[src/hdl/baro_pressure_temperature_compensation_top_defines.svh]
// assertion macros for the barometric compensation block
// expects clk_i and rst_ni in the scope where a macro is used
`ifndef BARO_PRESSURE_TEMPERATURE_COMPENSATION_TOP_DEFINES_SVH
`define BARO_PRESSURE_TEMPERATURE_COMPENSATION_TOP_DEFINES_SVH

`ifndef SYNTHESIS

// same-cycle implication
`define BPTC_ASSERT_IMP(lbl, ante, cons, msg) \
  lbl: assert property (@(posedge clk_i) disable iff (!rst_ni) (ante) |-> (cons)) \
    else $error(msg);

// next-cycle implication
`define BPTC_ASSERT_NXT(lbl, ante, cons, msg) \
  lbl: assert property (@(posedge clk_i) disable iff (!rst_ni) (ante) |=> (cons)) \
    else $error(msg);

`else

`define BPTC_ASSERT_IMP(lbl, ante, cons, msg)
`define BPTC_ASSERT_NXT(lbl, ante, cons, msg)

`endif

`endif

[src/hdl/bptc_pkg.sv]
// shared types and constants of the barometric compensation pipeline
// no dependencies
package bptc_pkg;

  // field widths
  localparam int unsigned RawW    = 24;
  localparam int unsigned CoefW   = 16;
  localparam int unsigned TempW   = 15;
  localparam int unsigned PresW   = 17;
  localparam int unsigned CfgIdxW = 3;
  localparam int unsigned NumRegs = 6;

  localparam logic [CfgIdxW-1:0] CfgIdxLimit = CfgIdxW'(NumRegs);

  // temperature and pressure limits, 0.01 units
  localparam int TempRef = 2000;
  localparam int TempLow = -1500;
  localparam int TempMin = -4000;
  localparam int TempMax = 8500;
  localparam int PresMin = 1000;
  localparam int PresMax = 120000;

  // shift amounts of the compensation formulas
  localparam int unsigned ShRefTemp = 8;
  localparam int unsigned ShSlope   = 23;
  localparam int unsigned ShOffTc   = 7;
  localparam int unsigned ShSensTc  = 8;
  localparam int unsigned ShDtSq    = 31;
  localparam int unsigned ShPres1   = 21;
  localparam int unsigned ShPres2   = 15;

  // register indexes
  typedef enum logic [CfgIdxW-1:0] {
    REG_SENS        = 3'd0,
    REG_OFFSET      = 3'd1,
    REG_SENS_TC     = 3'd2,
    REG_OFFSET_TC   = 3'd3,
    REG_REF_TEMP    = 3'd4,
    REG_TEMP_SLOPE  = 3'd5
  } cfg_reg_e;

  // calibration words
  typedef struct packed {
    logic [CoefW-1:0] sens;
    logic [CoefW-1:0] offset;
    logic [CoefW-1:0] sens_tc;
    logic [CoefW-1:0] offset_tc;
    logic [CoefW-1:0] ref_temp;
    logic [CoefW-1:0] temp_slope;
  } coef_t;

  // first-order results
  typedef struct packed {
    logic [RawW-1:0]   d1;
    logic signed [18:0] temp1;
    logic signed [17:0] a;      // temp1 - 2000
    logic signed [18:0] b;      // temp1 + 1500
    logic [16:0]        t2;
    logic signed [35:0] off1;
    logic signed [34:0] sens1;
  } first_t;

  // second-order corrected values
  typedef struct packed {
    logic [RawW-1:0]    d1;
    logic signed [TempW-1:0] temp;
    logic               tclip;
    logic signed [39:0] off;
    logic signed [39:0] sens;
  } second_t;

  // result word
  typedef struct packed {
    logic signed [TempW-1:0] temp;
    logic [PresW-1:0]        pres;
    logic                    clip;
  } result_t;

endpackage

[src/hdl/bptc_press.sv]
// pressure stages: split product, scaling, saturation and output register
// depends on bptc_pkg
module bptc_press (
  input  logic              clk_i,
  input  logic              rst_ni,
  input  logic              valid_i,
  output logic              ready_o,
  input  bptc_pkg::second_t data_i,
  output logic              valid_o,
  input  logic              ready_i,
  output bptc_pkg::result_t data_o
);

  typedef struct packed {
    logic signed [bptc_pkg::TempW-1:0] temp;
    logic                              tclip;
    logic signed [39:0]                off;
    logic signed [44:0]                p_hi;
    logic [43:0]                       p_lo;
  } s1_t;

  typedef struct packed {
    logic signed [bptc_pkg::TempW-1:0] temp;
    logic                              tclip;
    logic signed [39:0]                off;
    logic signed [63:0]                prod;
  } s2_t;

  typedef struct packed {
    logic signed [bptc_pkg::TempW-1:0] temp;
    logic                              tclip;
    logic signed [28:0]                p;
  } s3_t;

  s1_t                s1_d, s1_q;
  s2_t                s2_d, s2_q;
  s3_t                s3_d, s3_q;
  bptc_pkg::result_t  s4_d, s4_q;
  logic [3:0]         vld_q;
  logic [3:0]         adv;
  logic signed [19:0] sens_hi;
  logic signed [43:0] q_w;

  assign adv[3]  = ~vld_q[3] | ready_i;
  assign adv[2]  = ~vld_q[2] | adv[3];
  assign adv[1]  = ~vld_q[1] | adv[2];
  assign adv[0]  = ~vld_q[0] | adv[1];
  assign ready_o = adv[0];
  assign valid_o = vld_q[3];
  assign data_o  = s4_q;

  // raw pressure times sensitivity as two partial products
  always_comb begin
    sens_hi    = data_i.sens[39:20];
    s1_d.temp  = data_i.temp;
    s1_d.tclip = data_i.tclip;
    s1_d.off   = data_i.off;
    s1_d.p_hi  = $signed({1'b0, data_i.d1}) * sens_hi;
    s1_d.p_lo  = data_i.d1 * data_i.sens[19:0];
  end

  // partial product recombination
  always_comb begin
    s2_d.temp  = s1_q.temp;
    s2_d.tclip = s1_q.tclip;
    s2_d.off   = s1_q.off;
    s2_d.prod  = $signed({s1_q.p_hi[43:0], 20'b0}) + $signed({20'b0, s1_q.p_lo});
  end

  // scale and remove offset
  always_comb begin
    q_w        = $signed({s2_q.prod[63], s2_q.prod[63:bptc_pkg::ShPres1]})
               - $signed({{4{s2_q.off[39]}}, s2_q.off});
    s3_d.temp  = s2_q.temp;
    s3_d.tclip = s2_q.tclip;
    s3_d.p     = q_w[43:bptc_pkg::ShPres2];
  end

  // pressure saturation
  always_comb begin
    s4_d.temp = s3_q.temp;
    s4_d.pres = s3_q.p[bptc_pkg::PresW-1:0];
    s4_d.clip = s3_q.tclip;
    if (s3_q.p < 29'(bptc_pkg::PresMin)) begin
      s4_d.pres = bptc_pkg::PresW'(bptc_pkg::PresMin);
      s4_d.clip = 1'b1;
    end else if (s3_q.p > 29'(bptc_pkg::PresMax)) begin
      s4_d.pres = bptc_pkg::PresW'(bptc_pkg::PresMax);
      s4_d.clip = 1'b1;
    end
  end

  always_ff @(posedge clk_i or negedge rst_ni) begin
    if (!rst_ni) begin
      vld_q <= '0;
    end else begin
      if (adv[0]) vld_q[0] <= valid_i;
      if (adv[1]) vld_q[1] <= vld_q[0];
      if (adv[2]) vld_q[2] <= vld_q[1];
      if (adv[3]) vld_q[3] <= vld_q[2];
    end
  end

  always_ff @(posedge clk_i) begin
    if (adv[0]) s1_q <= s1_d;
    if (adv[1]) s2_q <= s2_d;
    if (adv[2]) s3_q <= s3_d;
    if (adv[3]) s4_q <= s4_d;
  end

endmodule

[config.mk]
export PLATFORM = sky130hd
export DESIGN_NAME = bptc_press
export DESIGN_NICKNAME = d
export VERILOG_FILES = /design/src/hdl/baro_pressure_temperature_compensation_top_defines.svh /design/src/hdl/bptc_pkg.sv /design/src/hdl/bptc_press.sv
export SDC_FILE = /design/constraint.sdc
export NUM_CORES = 2
export LEC_CHECK = 0
export BUFFER_PORTS_ARGS = -buffer_cell sky130_fd_sc_hd__buf_2
export CORE_UTILIZATION = 44
export DETAILED_ROUTE_END_ITERATION = 10
export PLACE_DENSITY = 0.7
export SLEW_MARGIN = 20
export SYNTH_ARGS = -nofsm -noshare
export SYNTH_HDL_FRONTEND = slang
export SYNTH_SLANG_ARGS = --single-unit
[constraint.sdc]
create_clock -name clk_i -period 6.5 [get_ports clk_i]
set_input_delay 0.325 -clock clk_i [delete_from_list [all_inputs] [get_ports clk_i]]
set_output_delay 0.325 -clock clk_i [all_outputs]
set_load 0.01 [all_outputs]
==> summary.txt <==
status - complete, no violations
syn_nets - 5,789
crit path cell chain - clkbuf_4 > and2_1 > fa_1 > inv_1 > fa_1 > fa_1 > fa_1 > inv_1 > fa_1 > fa_1 > inv_1 > fa_1 > inv_1 > ha_1 > a21o_1 > a21o_1 > a211oi_2 > o211ai_1 > a311oi_2 > o21ai_2 > a21oi_2 > o21a_1 > o21ai_1 > xor2_1
CP dominant cell by count - fa_1
Layout area overhead - 15.0%
Die ar. - 103,000 sq um
CTS tree - done
Syn Area/Cell - 9.93 sq um
final hold vios - 0
FMAX - 158 MHz
slowest cell on the critical path - fa_1
Initial DRC Count - 1,785
Chip Width - 320 um
grt total ovfl - 0
Netlist cell types - 69
Synth top cells by count - inv_1 (939), fa_1 (785), nand2_1 (547), and2_1 (471), ha_1 (392)
Worst Hold Class - primary input to async pin
Top delay family on crit path - adder cells
Buffers on Ports - 158
CP Launch Type - primary input
top-count cell post-synth - inv_1
Inserted Clock Buffers - 31
dpl hpwl - 90,000 um
minimum clock period after layout - 6310 ps
skew final - 32.0 ps
Max Fanout on Critical Path - 12
Worst R2R End - s2_q[61]
GRT Resource Usage Total - 0.213
CP Capture Type - flip-flop
antenna violations before repair - 10
reg2reg start - s1_q[34]
first-pass GRT wire length - 175,000 um
DR vias/cell - 5.03
sequential fraction of the synthesis area - 0.205
reg2reg setup slack - 3190 ps
max-slew violation count - 0
clk sinks - 305
Post-synth EDFFs - 301
DRT Wirelength - 107,000 um
Max transition margin - 0.329
non-filler instance count after layout - 6,296
vias after detailed routing - 31,688
Mapped Cells - 4,488
Critical Path AT - 6620 ps
Routed Antenna Nets - 0
Crit Path Class - primary input to flip-flop
WP data required - 6810 ps
Die H - 320 um
Rows - 116
worst reg2reg path depth - 10
Top FF cell, synth - edfxtp_1
pin count of the biggest net entering global routing - 78
Clock Tree Buf Depth - 3
post-synth top area share - 0.353
drt pass-1 iters - 6
synthesized area - 44,600 sq um
synth top area cells - fa_1 (35%), edfxtp_1 (20%), ha_1 (11%)
Post-Place Cells - 6,176
Core Region - 100,000 sq um
CTS H-tree depth - 1
# nets final - 6,212
Critical path buffers and inverters - 5
synthesis-stage register bit count - 305
Avg WL per Cell - 17.0 um
vias in the first global route - 33,727
post-synth top area cell - fa_1
FFs w/ async S/R, synth - 0.0131
Post-route DRC - 0
I/O pins - 159
Ys Warns - 0
CTS root buffer - clkbuf_16
starting density of the core - 0.444
GP Congestion - 0.909
maxcap violations - 0
Reg clk slew, reported paths - 70 ps
slowest cell delay on critical path - 550 ps
Clock Latency Late Sink - 590 ps
fraction of layout cells with a size suffix above 1 - 0.129
Worst Tran Pin Value - 1000 ps
period utilization - 0.971
Setup-failing EPs final - 0
filler instances - 8,936
registers in the layout, indices dropped and copies added (netlist names):
register	count
s2_q	99
s1_q	124
vld_q	4
data_o	33
s3_q	45
placed cells by master, fill, tap and decap left out, types with 6 or more instances in the layout:
cell,synthesis,layout
xor2_1,45,45
o211ai_1,9,9
nand2_1,547,546
a21oi_1,136,129
nor3_1,12,10
o21ai_1,18,18
buf_12,0,17
fa_1,785,785
bufinv_16,0,7
o31ai_1,6,6
a31oi_1,14,14
and2_1,471,471
inv_1,939,938
a21o_1,94,94
clkbuf_4,0,12
nor2b_1,39,39
clkbuf_16,0,31
nand2b_1,31,30
o21bai_1,16,15
dlygate4sd3_1,0,58
buf_4,0,370
o21a_1,15,15
a211oi_1,10,7
o21ai_0,49,45
a21oi_2,4,11
buf_2,2,138
edfxtp_1,301,301
nand4_1,37,37
nor4_1,9,7
xnor2_1,87,87
and3_1,21,21
nand3_1,37,36
nor2_1,71,71
ha_1,392,392
metrics by stage:
| stage | util | setup WS, ps | hold WS [ps] | TNS, ps | cell area [sq um] |
|---|---|---|---|---|---|
| floorplan | - | 33.2 | 29.4 | 0 | 44600 |
| global placement | 0.492 | -671 | 131 | -15920 | 49400 |
| detailed placement | 0.492 | -711 | 136 | -19180 | 49400 |
| CTS | 0.509 | 28.2 | 33.3 | 0 | 51100 |
| global route | 0.511 | -30.6 | 83.0 | -42.1 | 51300 |
| finish | 0.511 | 190 | 87.8 | 0 | 51300 |
area by class of cell:
class	instances	area [sq um]	area share
multi-input cells	3034	31300	0.609
flip-flops and latches	305	9140	0.178
repair buffers	600	4540	0.0885
inverters	939	3520	0.0687
well taps	1357	1700	0.0331
clock buffers	36	795	0.0155
clock inverters	22	327	0.00637
diodes	3	7.51	0.000146
cell families after synthesis:
group | Yosys count | synth area share
AND/OR/NAND/NOR | 1298 | 0.147
adder cells (fa/ha/maj) | 1177 | 0.463
buffers and inverters | 1149 | 0.0968
AO/OA/AOI/OAI | 427 | 0.0627
flip-flops | 305 | 0.205
XOR/XNOR | 132 | 0.0259
layer usage:
layer  share of wire  global-route usage  wire, um  vias to the layer above
met3           0.060              0.0277      6410                      139
met5         0.00045                   0        48                        -
met1            0.43               0.284     45800                    15964
li1                -                   -         -                    14693
met2            0.49               0.372     52500                      884
met4           0.019              0.0414      2010                        8
worst reg2reg max path, stage by stage, from the launching register on:
cell and delay, ps:
edfxtp_1 500, ha_1 470, nand4_1 190, nor4_1 310, o41ai_1 160, a21oi_1 230
o21ai_1 100, a21boi_1 600, nand2_1 230, nor2_1 160, xor2_1 80
repair_timing:
item | CTS | global route
hold endpoints to repair | 61 | 0
hold buffers | 58 | 0
pin swaps | 0 | 6
endpoints found under the setup margin | 4 | 30
resized for setup | 5 | 52
buffers inserted | 0 | 1
worst max path at each step:
stage	start	end	cells past startpoint
final	data_i[29]	s1_q[80]	24
after global routing	data_i[22]	s1_q[80]	24
after CTS	data_i[105]	s1_q[80]	23
after detailed placement	data_i[106]	s1_q[80]	25
after global placement	data_i[106]	s1_q[80]	25
after floorplan	data_i[25]	s1_q[80]	23
Power is not shown: default switching activity piles up to over one toggle a cycle in this logic, so the estimate is an artifact.
