### src/hdl/baro_pressure_temperature_compensation_top_defines.svh
// assertion macros for the barometric compensation block
// expects clk_i and rst_ni in the scope where a macro is used
`ifndef BARO_PRESSURE_TEMPERATURE_COMPENSATION_TOP_DEFINES_SVH
`define BARO_PRESSURE_TEMPERATURE_COMPENSATION_TOP_DEFINES_SVH

`ifndef SYNTHESIS

// same-cycle implication
`define BPTC_ASSERT_IMP(lbl, ante, cons, msg) \
  lbl: assert property (@(posedge clk_i) disable iff (!rst_ni) (ante) |-> (cons)) \
    else $error(msg);

// next-cycle implication
`define BPTC_ASSERT_NXT(lbl, ante, cons, msg) \
  lbl: assert property (@(posedge clk_i) disable iff (!rst_ni) (ante) |=> (cons)) \
    else $error(msg);

`else

`define BPTC_ASSERT_IMP(lbl, ante, cons, msg)
`define BPTC_ASSERT_NXT(lbl, ante, cons, msg)

`endif

`endif

### src/hdl/bptc_pkg.sv
// shared types and constants of the barometric compensation pipeline
// no dependencies
package bptc_pkg;

  // field widths
  localparam int unsigned RawW    = 24;
  localparam int unsigned CoefW   = 16;
  localparam int unsigned TempW   = 15;
  localparam int unsigned PresW   = 17;
  localparam int unsigned CfgIdxW = 3;
  localparam int unsigned NumRegs = 6;

  localparam logic [CfgIdxW-1:0] CfgIdxLimit = CfgIdxW'(NumRegs);

  // temperature and pressure limits, 0.01 units
  localparam int TempRef = 2000;
  localparam int TempLow = -1500;
  localparam int TempMin = -4000;
  localparam int TempMax = 8500;
  localparam int PresMin = 1000;
  localparam int PresMax = 120000;

  // shift amounts of the compensation formulas
  localparam int unsigned ShRefTemp = 8;
  localparam int unsigned ShSlope   = 23;
  localparam int unsigned ShOffTc   = 7;
  localparam int unsigned ShSensTc  = 8;
  localparam int unsigned ShDtSq    = 31;
  localparam int unsigned ShPres1   = 21;
  localparam int unsigned ShPres2   = 15;

  // register indexes
  typedef enum logic [CfgIdxW-1:0] {
    REG_SENS        = 3'd0,
    REG_OFFSET      = 3'd1,
    REG_SENS_TC     = 3'd2,
    REG_OFFSET_TC   = 3'd3,
    REG_REF_TEMP    = 3'd4,
    REG_TEMP_SLOPE  = 3'd5
  } cfg_reg_e;

  // calibration words
  typedef struct packed {
    logic [CoefW-1:0] sens;
    logic [CoefW-1:0] offset;
    logic [CoefW-1:0] sens_tc;
    logic [CoefW-1:0] offset_tc;
    logic [CoefW-1:0] ref_temp;
    logic [CoefW-1:0] temp_slope;
  } coef_t;

  // first-order results
  typedef struct packed {
    logic [RawW-1:0]   d1;
    logic signed [18:0] temp1;
    logic signed [17:0] a;      // temp1 - 2000
    logic signed [18:0] b;      // temp1 + 1500
    logic [16:0]        t2;
    logic signed [35:0] off1;
    logic signed [34:0] sens1;
  } first_t;

  // second-order corrected values
  typedef struct packed {
    logic [RawW-1:0]    d1;
    logic signed [TempW-1:0] temp;
    logic               tclip;
    logic signed [39:0] off;
    logic signed [39:0] sens;
  } second_t;

  // result word
  typedef struct packed {
    logic signed [TempW-1:0] temp;
    logic [PresW-1:0]        pres;
    logic                    clip;
  } result_t;

endpackage

### src/hdl/bptc_first.sv
// first-order stages: temperature difference, products, offset and sensitivity
// depends on bptc_pkg
module bptc_first (
  input  logic                  clk_i,
  input  logic                  rst_ni,
  input  bptc_pkg::coef_t       coef_i,
  input  logic                  valid_i,
  output logic                  ready_o,
  input  logic [bptc_pkg::RawW-1:0] d1_i,
  input  logic [bptc_pkg::RawW-1:0] d2_i,
  output logic                  valid_o,
  input  logic                  ready_i,
  output bptc_pkg::first_t      data_o
);

  typedef struct packed {
    logic [bptc_pkg::RawW-1:0] d1;
    logic signed [24:0]        dt;
  } s1_t;

  typedef struct packed {
    logic [bptc_pkg::RawW-1:0] d1;
    logic signed [41:0]        mt;
    logic signed [41:0]        mo;
    logic signed [41:0]        ms;
    logic [47:0]               dd;
  } s2_t;

  s1_t               s1_d, s1_q;
  s2_t               s2_d, s2_q;
  bptc_pkg::first_t  s3_d, s3_q;
  logic [2:0]        vld_q;
  logic [2:0]        adv;
  logic signed [49:0] dd_w;
  logic signed [17:0] a_w;

  // a stage moves when empty or when the next one moves
  assign adv[2]  = ~vld_q[2] | ready_i;
  assign adv[1]  = ~vld_q[1] | adv[2];
  assign adv[0]  = ~vld_q[0] | adv[1];
  assign ready_o = adv[0];
  assign valid_o = vld_q[2];
  assign data_o  = s3_q;

  // temperature difference
  always_comb begin
    s1_d.d1 = d1_i;
    s1_d.dt = $signed({1'b0, d2_i}) - $signed({1'b0, coef_i.ref_temp, 8'b0});
  end

  // products with the temperature difference
  always_comb begin
    s2_d.d1 = s1_q.d1;
    s2_d.mt = s1_q.dt * $signed({1'b0, coef_i.temp_slope});
    s2_d.mo = s1_q.dt * $signed({1'b0, coef_i.offset_tc});
    s2_d.ms = s1_q.dt * $signed({1'b0, coef_i.sens_tc});
    dd_w    = s1_q.dt * s1_q.dt;
    s2_d.dd = dd_w[47:0];
  end

  // first-order temperature, offset and sensitivity
  always_comb begin
    a_w        = s2_q.mt[bptc_pkg::ShSlope+17:bptc_pkg::ShSlope];
    s3_d.d1    = s2_q.d1;
    s3_d.a     = a_w;
    s3_d.temp1 = $signed({a_w[17], a_w}) + 19'(bptc_pkg::TempRef);
    s3_d.b     = $signed({a_w[17], a_w}) + 19'(bptc_pkg::TempRef - bptc_pkg::TempLow);
    s3_d.t2    = s2_q.dd[47:bptc_pkg::ShDtSq];
    s3_d.off1  = $signed({4'b0, coef_i.offset, 16'b0})
               + $signed({s2_q.mo[41], s2_q.mo[41:bptc_pkg::ShOffTc]});
    s3_d.sens1 = $signed({4'b0, coef_i.sens, 15'b0})
               + $signed({s2_q.ms[41], s2_q.ms[41:bptc_pkg::ShSensTc]});
  end

  // valid bits
  always_ff @(posedge clk_i or negedge rst_ni) begin
    if (!rst_ni) begin
      vld_q <= '0;
    end else begin
      if (adv[0]) vld_q[0] <= valid_i;
      if (adv[1]) vld_q[1] <= vld_q[0];
      if (adv[2]) vld_q[2] <= vld_q[1];
    end
  end

  // stage data
  always_ff @(posedge clk_i) begin
    if (adv[0]) s1_q <= s1_d;
    if (adv[1]) s2_q <= s2_d;
    if (adv[2]) s3_q <= s3_d;
  end

endmodule

### config.mk
export PLATFORM = sky130hd
export DESIGN_NAME = bptc_first
export DESIGN_NICKNAME = d
export VERILOG_FILES = /design/src/hdl/baro_pressure_temperature_compensation_top_defines.svh /design/src/hdl/bptc_pkg.sv /design/src/hdl/bptc_first.sv
export SDC_FILE = /design/constraint.sdc
export NUM_CORES = 2
export LEC_CHECK = 0
export BUFFER_PORTS_ARGS = -buffer_cell sky130_fd_sc_hd__buf_2
export CAP_MARGIN = 20
export CORE_UTILIZATION = 42
export CTS_BUF_LIST = sky130_fd_sc_hd__clkbuf_2
export DETAILED_ROUTE_END_ITERATION = 6
export SLEW_MARGIN = 20
export SYNTH_ARGS = -nofsm -noshare
export SYNTH_HDL_FRONTEND = slang
export SYNTH_SLANG_ARGS = --single-unit
### constraint.sdc
create_clock -name clk_i -period 7.99 [get_ports clk_i]
set_input_delay 0.799 -clock clk_i [delete_from_list [all_inputs] [get_ports clk_i]]
set_output_delay 0.799 -clock clk_i [all_outputs]
set_load 0.005 [all_outputs]
==> run metrics <==
type of destination of the critical path flip-flop; routed wire length per instance about 18 um; maximum clock insertion buffer count 3; Placed Area 0.07804 mm^2; data arrival at the endpoint of the critical path just under 9000 ps; final layout net count 10220; pin count of the biggest net entering global routing 70; cell at the root of the clock tree sky130_fd_sc_hd__clkbuf_2; synthesized area divided by synthesized cell count between 9 and 10 um^2; number of global-route vias before repair 55760; actual slew at the worst max-slew pin 877.8 ps; type of element launching the critical path flip-flop; min-delay src d2_i[8]; max incr delay on CP 620 ps; startpoint of the worst-slack reg-to-reg timing path s1_q[4]; global-route wire length before repair between 200 and 300 mm; number of placement rows 153; clock sinks 342; most common cell after layout, fill and taps aside sky130_fd_sc_hd__inv_1; drt pass-1 iters 5; area growth from synthesis to layout 9.898%; CTS tree built; f_max approximately 130 MHz; post-route clock period utilization between 90% and 100%; final WL ~180 mm; outcome complete, no violations; Critical-path top delay cell sky130_fd_sc_hd__fa_1; GP Congestion 0.8758; Ports 318; H-tree level count 3; remaining routing DRC violations 0; proportion of synthesized flip-flops having asynchronous set or reset 0.8772%; Post-synth top flop sky130_fd_sc_hd__edfxtp_1; area of all placed cells without fillers 0.08098 mm^2; synthesized cell area 0.07369 mm^2; horizontal die dimension 420.9 um; initial core utilization 42.34%; clock latency at the later pin of the worst-skew pair about 1600 ps; maximum capacitance violations 0; hold violation total from the final report 0; initial DRC count roughly 2200; Setup crit start s1_q[4]; core outline area between 0.15 and 0.2 mm^2; Synth warnings 0; worst-path maximum fanout 26; WS Path Type flip-flop to flip-flop; port buffer count approximately 320; sequential cell area fraction in the yosys report 13.92%; vias after detailed routing slightly below 50000; HPWL after detailed placement between 100 and 150 mm; final-report max-slew violation count 0; Most Frequent Cell on Critical Path sky130_fd_sc_hd__fa_1; Post-Syn Instances between 7000 and 8000; number of buffers created by CTS 100; average vias per placed instance 4.806; Final Critical Period 7680 ps; list of cells traversed by the critical path buf_12, nand2_1, inv_1, fa_1, fa_1, clkinvlp_4, buf_4, fa_1, inv_1, fa_1, fa_1, fa_1, fa_1, ha_1, nand2_1, or3_1, a211oi_4, o31ai_4, o31a_2, o21ai_2, nor4_1, nor3_1, xnor2_1; antenna violations before repair 23; Die Footprint 0.1771 mm^2; # setup viols final 0; number of unique standard cell types used by synthesis 75; share of post-route cells with drive strength above 1 8.089%; maximum clock skew at final layout 229.6 ps; net count of the mapped netlist 9810; Synth Register Bits 342; headroom to the max-slew limit roughly 40%; Crit path required time approximately 9300 ps; GRT overflow 0; clock slew seen by the registers of the worst setup and hold paths 120 ps; die extent in y 420.9 um; Hold WC Path Type input port to flip-flop; number of enable-type register cells in the synthesized netlist approximately 340; combined global-route utilization of all metal layers 21.50%; highest-count cells in the layout ignoring fill and taps 2045 x sky130_fd_sc_hd__inv_1, 1756 x sky130_fd_sc_hd__fa_1, 951 x sky130_fd_sc_hd__nand2_1, 589 x sky130_fd_sc_hd__and2_1, 494 x sky130_fd_sc_hd__ha_1; Final ANT Viol Nets 0
[stage by stage]
stage | std cells | utilization (%) | setup WS, ps | hold slack (ps) | TNS (ps)
global placement | 9857 | 44.85 | 203.1 | 400.6 | 0
global route | 10230 | 46.52 | -12.99 | 159.3 | -12.99
finish | 10240 | 46.54 | 310.0 | 282.4 | 0
CTS | 10220 | 46.46 | 180.6 | 4.051 | 0
detailed placement | 9857 | 44.85 | 206.2 | 404.5 | 0
floorplan | 7411 | - | 712.0 | 400.3 | 0
[worst max-delay path, delay by kind of cell (launching register included)]
kind	cells	cell delay, ps
DFF	1	470
xor gates and xnor gates	1	80
buffers and inverters	5	830
AOI/OAI and AO/OA	4	1050
adders and majority gates	8	4000
and+or+nand+nor	5	900
[worst paths after layout]
path / endpoint / cells past startpoint / slack, ps
max: s2_q[47] / 23 / 310
min: s1_q[8] / 5 / 280
max in group asynchronous: vld_q[1] / 3 / 7530
max reg2reg: s2_q[47] / 23 / 310
min reg2reg: s2_q[175] / 0 / 410
min in group asynchronous: vld_q[0] / 3 / 310
[registers in the layout (all words and copies together), names as in the netlist]
signal / count
data_o: 162
s2_q: 110
s1_q: 49
a_w: 18
vld_q: 3
[cells by family after synthesis]
group,synth area share (%)
buffers and inverters,12.10
AND/OR/NAND/NOR,12.33
multiplexers,0.05434
AO/OA/AOI/OAI,3.182
XOR/XNOR,2.294
flip-flops,13.92
adder cells (fa/ha/maj),56.12
[repair_timing]
item,CTS,global route
endpoints found under the setup margin,0,16
buffers inserted,0,8
hold endpoints to repair,163,0
resized for setup,0,6
hold buffers,181,0
[layer usage]
metal | part of all wire [%] | global-route usage [%] | up-vias | wire length (um)
li1 | - | - | 22350 | -
met1 | 41 | 26.83 | 25460 | 73710
met2 | 52 | 38.79 | 1122 | 93310
met3 | 4.4 | 2.665 | 273 | 7897
met4 | 2.8 | 6.268 | 10 | 5102
met5 | 0.036 | 0 | - | 65
[cell usage after synthesis (all sizes together), types with 5 or more instances]
library cell | count | area, um^2
nand4 | 20 | 125.1
o31ai | 5 | 56.30
xor2 | 49 | 429.2
a21oi | 101 | 516.8
and2 | 589 | 3685
nand3 | 33 | 165.2
nor2 | 156 | 588.1
a21boi | 15 | 112.6
inv | 2046 | 7680
a211o | 7 | 61.31
nor2b | 47 | 294.0
or3 | 8 | 50.05
clkbuf | 314 | 1179
o2111ai | 8 | 70.07
o211ai | 9 | 72.57
a21o | 49 | 367.9
xnor2 | 144 | 1261
edfxtp | 339 | 10180
nand2b | 21 | 131.4
ha | 494 | 6181
o21ai | 64 | 327.8
o21a | 24 | 180.2
or2 | 7 | 43.80
fa | 1757 | 35170
a31oi | 9 | 56.30
nand2 | 951 | 3570
o21bai | 11 | 82.58
nor3 | 37 | 185.2
and4 | 5 | 43.79
buf | 9 | 56.30
and3 | 16 | 105.1
a211oi | 14 | 115.1
[final cells by class]
| cell class | instances | area, um^2 |
|---|---|---|
| antenna | 13 | 32.53 |
| clock buffer | 136 | 680.7 |
| inverter | 2046 | 7684 |
| tap | 2325 | 2909 |
| multi-input combinational | 4700 | 54530 |
| sequential | 342 | 10250 |
| clock inverter | 43 | 301.5 |
| fill | 16420 | 93030 |
| timing repair buffer | 633 | 4582 |
Power is not shown: default switching activity piles up to over one toggle a cycle in this logic, so the estimate is an artifact.
