--- config.mk ---
export PLATFORM = sky130hd
export DESIGN_NAME = bptc_second
export DESIGN_NICKNAME = d
export VERILOG_FILES = /design/src/hdl/baro_pressure_temperature_compensation_top_defines.svh /design/src/hdl/bptc_pkg.sv /design/src/hdl/bptc_second.sv
export SDC_FILE = /design/constraint.sdc
export NUM_CORES = 2
export LEC_CHECK = 0
export BUFFER_PORTS_ARGS = -buffer_cell sky130_fd_sc_hd__buf_2
export CAP_MARGIN = 0
export CORE_ASPECT_RATIO = 1.2
export CORE_MARGIN = 4
export CORE_UTILIZATION = 58
export DETAILED_ROUTE_END_ITERATION = 8
export PLACE_DENSITY = 0.84
export SLEW_MARGIN = 10
export SYNTH_ARGS = -nofsm -noshare
export SYNTH_HDL_FRONTEND = slang
export SYNTH_SLANG_ARGS = --single-unit
--- constraint.sdc ---
create_clock -name clk_i -period 8.1 [get_ports clk_i]
set_input_delay 0.81 -clock clk_i [delete_from_list [all_inputs] [get_ports clk_i]]
set_output_delay 0.81 -clock clk_i [all_outputs]
set_load 0.01 [all_outputs]
--- src/hdl/baro_pressure_temperature_compensation_top_defines.svh ---
// assertion macros for the barometric compensation block
// expects clk_i and rst_ni in the scope where a macro is used
`ifndef BARO_PRESSURE_TEMPERATURE_COMPENSATION_TOP_DEFINES_SVH
`define BARO_PRESSURE_TEMPERATURE_COMPENSATION_TOP_DEFINES_SVH

`ifndef SYNTHESIS

// same-cycle implication
`define BPTC_ASSERT_IMP(lbl, ante, cons, msg) \
  lbl: assert property (@(posedge clk_i) disable iff (!rst_ni) (ante) |-> (cons)) \
    else $error(msg);

// next-cycle implication
`define BPTC_ASSERT_NXT(lbl, ante, cons, msg) \
  lbl: assert property (@(posedge clk_i) disable iff (!rst_ni) (ante) |=> (cons)) \
    else $error(msg);

`else

`define BPTC_ASSERT_IMP(lbl, ante, cons, msg)
`define BPTC_ASSERT_NXT(lbl, ante, cons, msg)

`endif

`endif

--- src/hdl/bptc_pkg.sv ---
// shared types and constants of the barometric compensation pipeline
// no dependencies
package bptc_pkg;

  // field widths
  localparam int unsigned RawW    = 24;
  localparam int unsigned CoefW   = 16;
  localparam int unsigned TempW   = 15;
  localparam int unsigned PresW   = 17;
  localparam int unsigned CfgIdxW = 3;
  localparam int unsigned NumRegs = 6;

  localparam logic [CfgIdxW-1:0] CfgIdxLimit = CfgIdxW'(NumRegs);

  // temperature and pressure limits, 0.01 units
  localparam int TempRef = 2000;
  localparam int TempLow = -1500;
  localparam int TempMin = -4000;
  localparam int TempMax = 8500;
  localparam int PresMin = 1000;
  localparam int PresMax = 120000;

  // shift amounts of the compensation formulas
  localparam int unsigned ShRefTemp = 8;
  localparam int unsigned ShSlope   = 23;
  localparam int unsigned ShOffTc   = 7;
  localparam int unsigned ShSensTc  = 8;
  localparam int unsigned ShDtSq    = 31;
  localparam int unsigned ShPres1   = 21;
  localparam int unsigned ShPres2   = 15;

  // register indexes
  typedef enum logic [CfgIdxW-1:0] {
    REG_SENS        = 3'd0,
    REG_OFFSET      = 3'd1,
    REG_SENS_TC     = 3'd2,
    REG_OFFSET_TC   = 3'd3,
    REG_REF_TEMP    = 3'd4,
    REG_TEMP_SLOPE  = 3'd5
  } cfg_reg_e;

  // calibration words
  typedef struct packed {
    logic [CoefW-1:0] sens;
    logic [CoefW-1:0] offset;
    logic [CoefW-1:0] sens_tc;
    logic [CoefW-1:0] offset_tc;
    logic [CoefW-1:0] ref_temp;
    logic [CoefW-1:0] temp_slope;
  } coef_t;

  // first-order results
  typedef struct packed {
    logic [RawW-1:0]   d1;
    logic signed [18:0] temp1;
    logic signed [17:0] a;      // temp1 - 2000
    logic signed [18:0] b;      // temp1 + 1500
    logic [16:0]        t2;
    logic signed [35:0] off1;
    logic signed [34:0] sens1;
  } first_t;

  // second-order corrected values
  typedef struct packed {
    logic [RawW-1:0]    d1;
    logic signed [TempW-1:0] temp;
    logic               tclip;
    logic signed [39:0] off;
    logic signed [39:0] sens;
  } second_t;

  // result word
  typedef struct packed {
    logic signed [TempW-1:0] temp;
    logic [PresW-1:0]        pres;
    logic                    clip;
  } result_t;

endpackage

--- src/hdl/bptc_second.sv ---
// second-order correction stages and temperature saturation
// depends on bptc_pkg
module bptc_second (
  input  logic              clk_i,
  input  logic              rst_ni,
  input  logic              valid_i,
  output logic              ready_o,
  input  bptc_pkg::first_t  data_i,
  output logic              valid_o,
  input  logic              ready_i,
  output bptc_pkg::second_t data_o
);

  typedef struct packed {
    logic [bptc_pkg::RawW-1:0] d1;
    logic signed [18:0]        temp1;
    logic                      lt_ref;
    logic                      lt_low;
    logic [16:0]               t2;
    logic signed [35:0]        off1;
    logic signed [34:0]        sens1;
    logic [34:0]               sq;
    logic [34:0]               sq2;
  } s1_t;

  typedef struct packed {
    logic [bptc_pkg::RawW-1:0] d1;
    logic signed [19:0]        temp;
    logic signed [35:0]        off1;
    logic signed [34:0]        sens1;
    logic [37:0]               off2;
    logic [37:0]               sens2;
  } s2_t;

  s1_t                s1_d, s1_q;
  s2_t                s2_d, s2_q;
  bptc_pkg::second_t  s3_d, s3_q;
  logic [2:0]         vld_q;
  logic [2:0]         adv;
  logic signed [35:0] sq_w;
  logic signed [37:0] sq2_w;
  logic [36:0]        five_sq;
  logic [37:0]        seven_sq2;
  logic [37:0]        eleven_sq2;

  assign adv[2]  = ~vld_q[2] | ready_i;
  assign adv[1]  = ~vld_q[1] | adv[2];
  assign adv[0]  = ~vld_q[0] | adv[1];
  assign ready_o = adv[0];
  assign valid_o = vld_q[2];
  assign data_o  = s3_q;

  // squares of the distance to the two thresholds
  always_comb begin
    sq_w         = data_i.a * data_i.a;
    sq2_w        = data_i.b * data_i.b;
    s1_d.d1      = data_i.d1;
    s1_d.temp1   = data_i.temp1;
    s1_d.lt_ref  = data_i.a[17];
    s1_d.lt_low  = data_i.b[18];
    s1_d.t2      = data_i.t2;
    s1_d.off1    = data_i.off1;
    s1_d.sens1   = data_i.sens1;
    s1_d.sq      = sq_w[34:0];
    s1_d.sq2     = sq2_w[34:0];
  end

  // correction terms, only below the reference temperature
  always_comb begin
    five_sq    = {2'b0, s1_q.sq} + {s1_q.sq, 2'b0};
    seven_sq2  = {s1_q.sq2, 3'b0} - {3'b0, s1_q.sq2};
    eleven_sq2 = {s1_q.sq2, 3'b0} + {2'b0, s1_q.sq2, 1'b0} + {3'b0, s1_q.sq2};
    s2_d.d1    = s1_q.d1;
    s2_d.off1  = s1_q.off1;
    s2_d.sens1 = s1_q.sens1;
    s2_d.temp  = $signed({s1_q.temp1[18], s1_q.temp1});
    s2_d.off2  = '0;
    s2_d.sens2 = '0;
    if (s1_q.lt_ref) begin
      s2_d.temp  = $signed({s1_q.temp1[18], s1_q.temp1}) - $signed({3'b0, s1_q.t2});
      s2_d.off2  = {2'b0, five_sq[36:1]};
      s2_d.sens2 = {3'b0, five_sq[36:2]};
      // extra term below the low threshold
      if (s1_q.lt_low) begin
        s2_d.off2  = {2'b0, five_sq[36:1]} + seven_sq2;
        s2_d.sens2 = {3'b0, five_sq[36:2]} + {1'b0, eleven_sq2[37:1]};
      end
    end
  end

  // corrected offset and sensitivity, temperature saturation
  always_comb begin
    s3_d.d1    = s2_q.d1;
    s3_d.off   = $signed({{4{s2_q.off1[35]}}, s2_q.off1}) - $signed({2'b0, s2_q.off2});
    s3_d.sens  = $signed({{5{s2_q.sens1[34]}}, s2_q.sens1}) - $signed({2'b0, s2_q.sens2});
    s3_d.temp  = s2_q.temp[bptc_pkg::TempW-1:0];
    s3_d.tclip = 1'b0;
    if (s2_q.temp < 20'(bptc_pkg::TempMin)) begin
      s3_d.temp  = bptc_pkg::TempW'(bptc_pkg::TempMin);
      s3_d.tclip = 1'b1;
    end else if (s2_q.temp > 20'(bptc_pkg::TempMax)) begin
      s3_d.temp  = bptc_pkg::TempW'(bptc_pkg::TempMax);
      s3_d.tclip = 1'b1;
    end
  end

  always_ff @(posedge clk_i or negedge rst_ni) begin
    if (!rst_ni) begin
      vld_q <= '0;
    end else begin
      if (adv[0]) vld_q[0] <= valid_i;
      if (adv[1]) vld_q[1] <= vld_q[0];
      if (adv[2]) vld_q[2] <= vld_q[1];
    end
  end

  always_ff @(posedge clk_i) begin
    if (adv[0]) s1_q <= s1_d;
    if (adv[1]) s2_q <= s2_d;
    if (adv[2]) s3_q <= s3_d;
  end

endmodule

==> flow_summary.ini <==
[worst_setup_path]
max_stage_delay_ns = 0.58
worstSetupPathType = input pin to register
arrival_ns = 7.48
path_common_cell = fa_1
path_delay_family = adder cells
crit_slowest_cell = fa_1
critPathMaxFanout = 16
timing.critical_path.cells = buf_2 > nand2_1 > fa_1 > inv_1 > fa_1 > inv_1 > fa_1 > inv_1 > fa_1 > fa_1 > fa_1 > ha_1 > ha_1 > a21o_1 > a21o_1 > a21o_1 > nand2_1 > or3b_1 > a31o_1 > a21o_1 > o21ai_1 > o2111ai_1 > a21oi_1 > xnor2_1
required_ns = 8.44
critical_path.startpoint_type = input pin
crit_path_end_kind = register
path_buf_inv = 4

[final_layout]
post-route-util = 0.6368
drive_gt1_frac = 0.08369
multi_input_area_um2 = 32080
seq_area_um2 = 15450
area_growth_pct = 8.523
nets = 6447
fill_cells = 6722

[die]
core_area_um2 = 88000
io_pins = 294
fp-row-count = 119
die_w_um = 280.4
die_y_um = 334.8
start_util = 0.5868
fp.dieArea_um2 = 93880

[yosys]
synth_top_family_by_area = adder cells
synth.mux.area_fraction = 0.002472
synth-async-reset-ratio = 0.005825
ys_types = 82
synthAdderAreaFrac = 0.3704
synth_area_um2 = 51630
ys_seq_area_frac = 0.2992
yosysWarnings = 0
synth_cells = 4875
ys.flop_type = edfxtp_1
synthesis.nets = 6174
syn_avg_cell_area_um2 = 10.59
synth_edf_count = 512
synth_seq_cells = 515
synth_compound_area_frac = 0.1052
synthSimpleGateAreaFrac = 0.09327
synth_xor_area_frac = 0.04970

[sta]
rsz0062_at_grt = false
timing.final.ws_setup_ns = 0.9669
final_max_slew_viol_count = 0
min_period_ns = 7.133
final_hold_viol_count = 0
fmax_mhz = 140.2
slew_headroom = 0.2242
setup_viol = 0
worst_pin_slew_ns = 1.159
finClkSkew_ns = 0.02420
post-route-period-util = 0.8806

[clocking]
cts_tree = done
cts.clk_slew.worst_paths_ns = 0.07
root_buffer = clkbuf_16
ctsResizeCount = 0
cts_hold_buf = 1
cts_made_buffers = 48
clk_path_buf_depth = 3
post_cts_buffers = 0
clock_sinks = 515
cts_max_level = 2
worstSkewPairLatency_ns = 0.61

[place]
hpwlAfterDp_um = 93170
gp_congestion = 0.9440
io_buffer_count = 293
pre_cts_slack_ns = 0.3604

[global_route]
top_usage_layer = met2
grt_pass1_wl_um = 187400
met3_usage = 0.02416
grt_pass1_vias = 37510
grt_max_degree = 152
antenna_found_initial = 8
grt_util_met2 = 0.4474
met1_usage = 0.3094
grt_overflow = 0
track_usage = 0.2474

[drt]
dr.pass1.iters = 7
ant_nets = 0
via_per_inst = 5.558
drt_iter0_drc = 2247
wl_um = 114800
vias = 35260
avgRoutedWirePerCell_um = 18.10
drcViolationCount = 0

[flow_run]
cap_violations = 0

[min_path]
hold_class = input pin to register

[outcome]
status = completed
[metrics by stage]
stage	instance area, µm²	hold WS (ns)	cells	setup TNS, ns
global route	56030	0.3543	6343	0
finish	56030	0.3765	6344	0
floorplan	51630	0.4003	4875	-182.15
detailed placement	54380	0.4045	6246	0
CTS	56010	0.3387	6335	0
global placement	54380	0.4003	6246	0
[cell usage in the layout (no fill, tap or decap), drive strengths merged, types with 7 or more instances in the layout]
cell / n
nand2: 340
or3: 19
nor3: 36
fa: 669
a2111oi: 9
o31ai: 19
nand3: 53
xnor2: 196
clkinv: 18
o22ai: 11
buf: 317
a21oi: 259
clkbuf: 53
edfxtp: 512
nor2: 204
a211oi: 22
nand4: 16
ha: 458
or4: 7
or2: 12
nor3b: 7
inv: 1007
and3: 24
o21bai: 27
a21boi: 19
a21o: 146
o21a: 56
a31oi: 28
o211ai: 17
a31o: 9
nor2b: 59
xor2: 97
diode: 9
a211o: 9
nand2b: 65
and2: 134
o21ai: 151
[cells by family after synthesis]
family | after synthesis
compound gates | 835
mux | 12
flops | 515
other cells | 1
fa+ha+maj | 1127
buf+inv | 1095
xor+xnor | 293
simple gates | 997
[routing by layer]
metal | share of wire | vias to the layer above
met3 | 0.056 | 247
met1 | 0.39 | 17320
met2 | 0.51 | 1181
li1 | - | 16510
met5 | 0 | -
met4 | 0.037 | 0
[synthesized netlist by cell type (27+ instances only)]
master	number	area [µm²]
nor2_1	204	765.7
nand3_1	53	265.3
nor3_1	36	180.2
xor2_1	97	849.6
nor2b_1	59	369.1
a21o_1	146	1096
o21a_1	56	420.4
xnor2_1	196	1717
nand2_1	340	1276
inv_1	999	3750
o21bai_1	27	202.7
clkbuf_1	89	334.1
and2_1	134	838.3
a21oi_1	256	1281
edfxtp_1	512	15370
a31oi_1	28	175.2
o21ai_0	131	655.6
nand2b_1	65	406.6
fa_1	669	13390
ha_1	458	5731
[area by class of cell]
cell class              count  share of cell area
diodes                      9           0.0004019
clock buffers              53             0.02215
flip-flops and latches    515              0.2757
clock inverters            35            0.006788
multi-input cells        3265              0.5725
repair buffers            318             0.02979
well taps                1149             0.02566
inverters                1000             0.06699
[sequential cells by signal, indices dropped and copies added (netlist names)]
signal	cells
data_o	120
vld_q	3
s2_q	191
s1_q	201
[path summary, 6_finish.rpt]
path,endpoint,slack (ns),depth (start not counted),from
setup / recovery,s1_q[34]$_DFFE_PP_,0.97,24,data_i[98]
hold / removal,s1_q[185]$_DFFE_PP_,0.38,1,data_i[150]
setup reg to reg,s2_q[73]$_SDFFCE_PN0P_,1.67,22,s1_q[39]$_DFFE_PP_
hold reg to reg,s2_q[139]$_DFFE_PP_,0.40,0,s1_q[133]$_DFFE_PP_
max in group asynchronous,vld_q[0]$_DFFE_PN0P_,7.47,2,rst_ni
min in group asynchronous,vld_q[2]$_DFFE_PN0P_,0.52,2,rst_ni
[worst reg2reg max path: stages (launching register included)]
cell	delay, ns
edfxtp_1	0.40
ha_1	0.27
or3_1	0.41
o221a_2	0.30
a31oi_1	0.34
a2111oi_2	0.18
nand2b_1	0.21
a21o_1	0.18
a21oi_1	0.17
xor2_1	0.47
fa_1	0.51
inv_1	0.07
ha_1	0.28
and2_1	0.18
or2_1	0.20
a221o_1	0.29
a21oi_1	0.25
o41ai_2	0.22
a211oi_1	0.45
nor4_1	0.15
or3_1	0.38
xnor2_1	0.14
o22ai_1	0.10
Power is left out: the tool's default activity adds up to more than one toggle a clock period on the data nets, which glitch-free logic cannot reach.
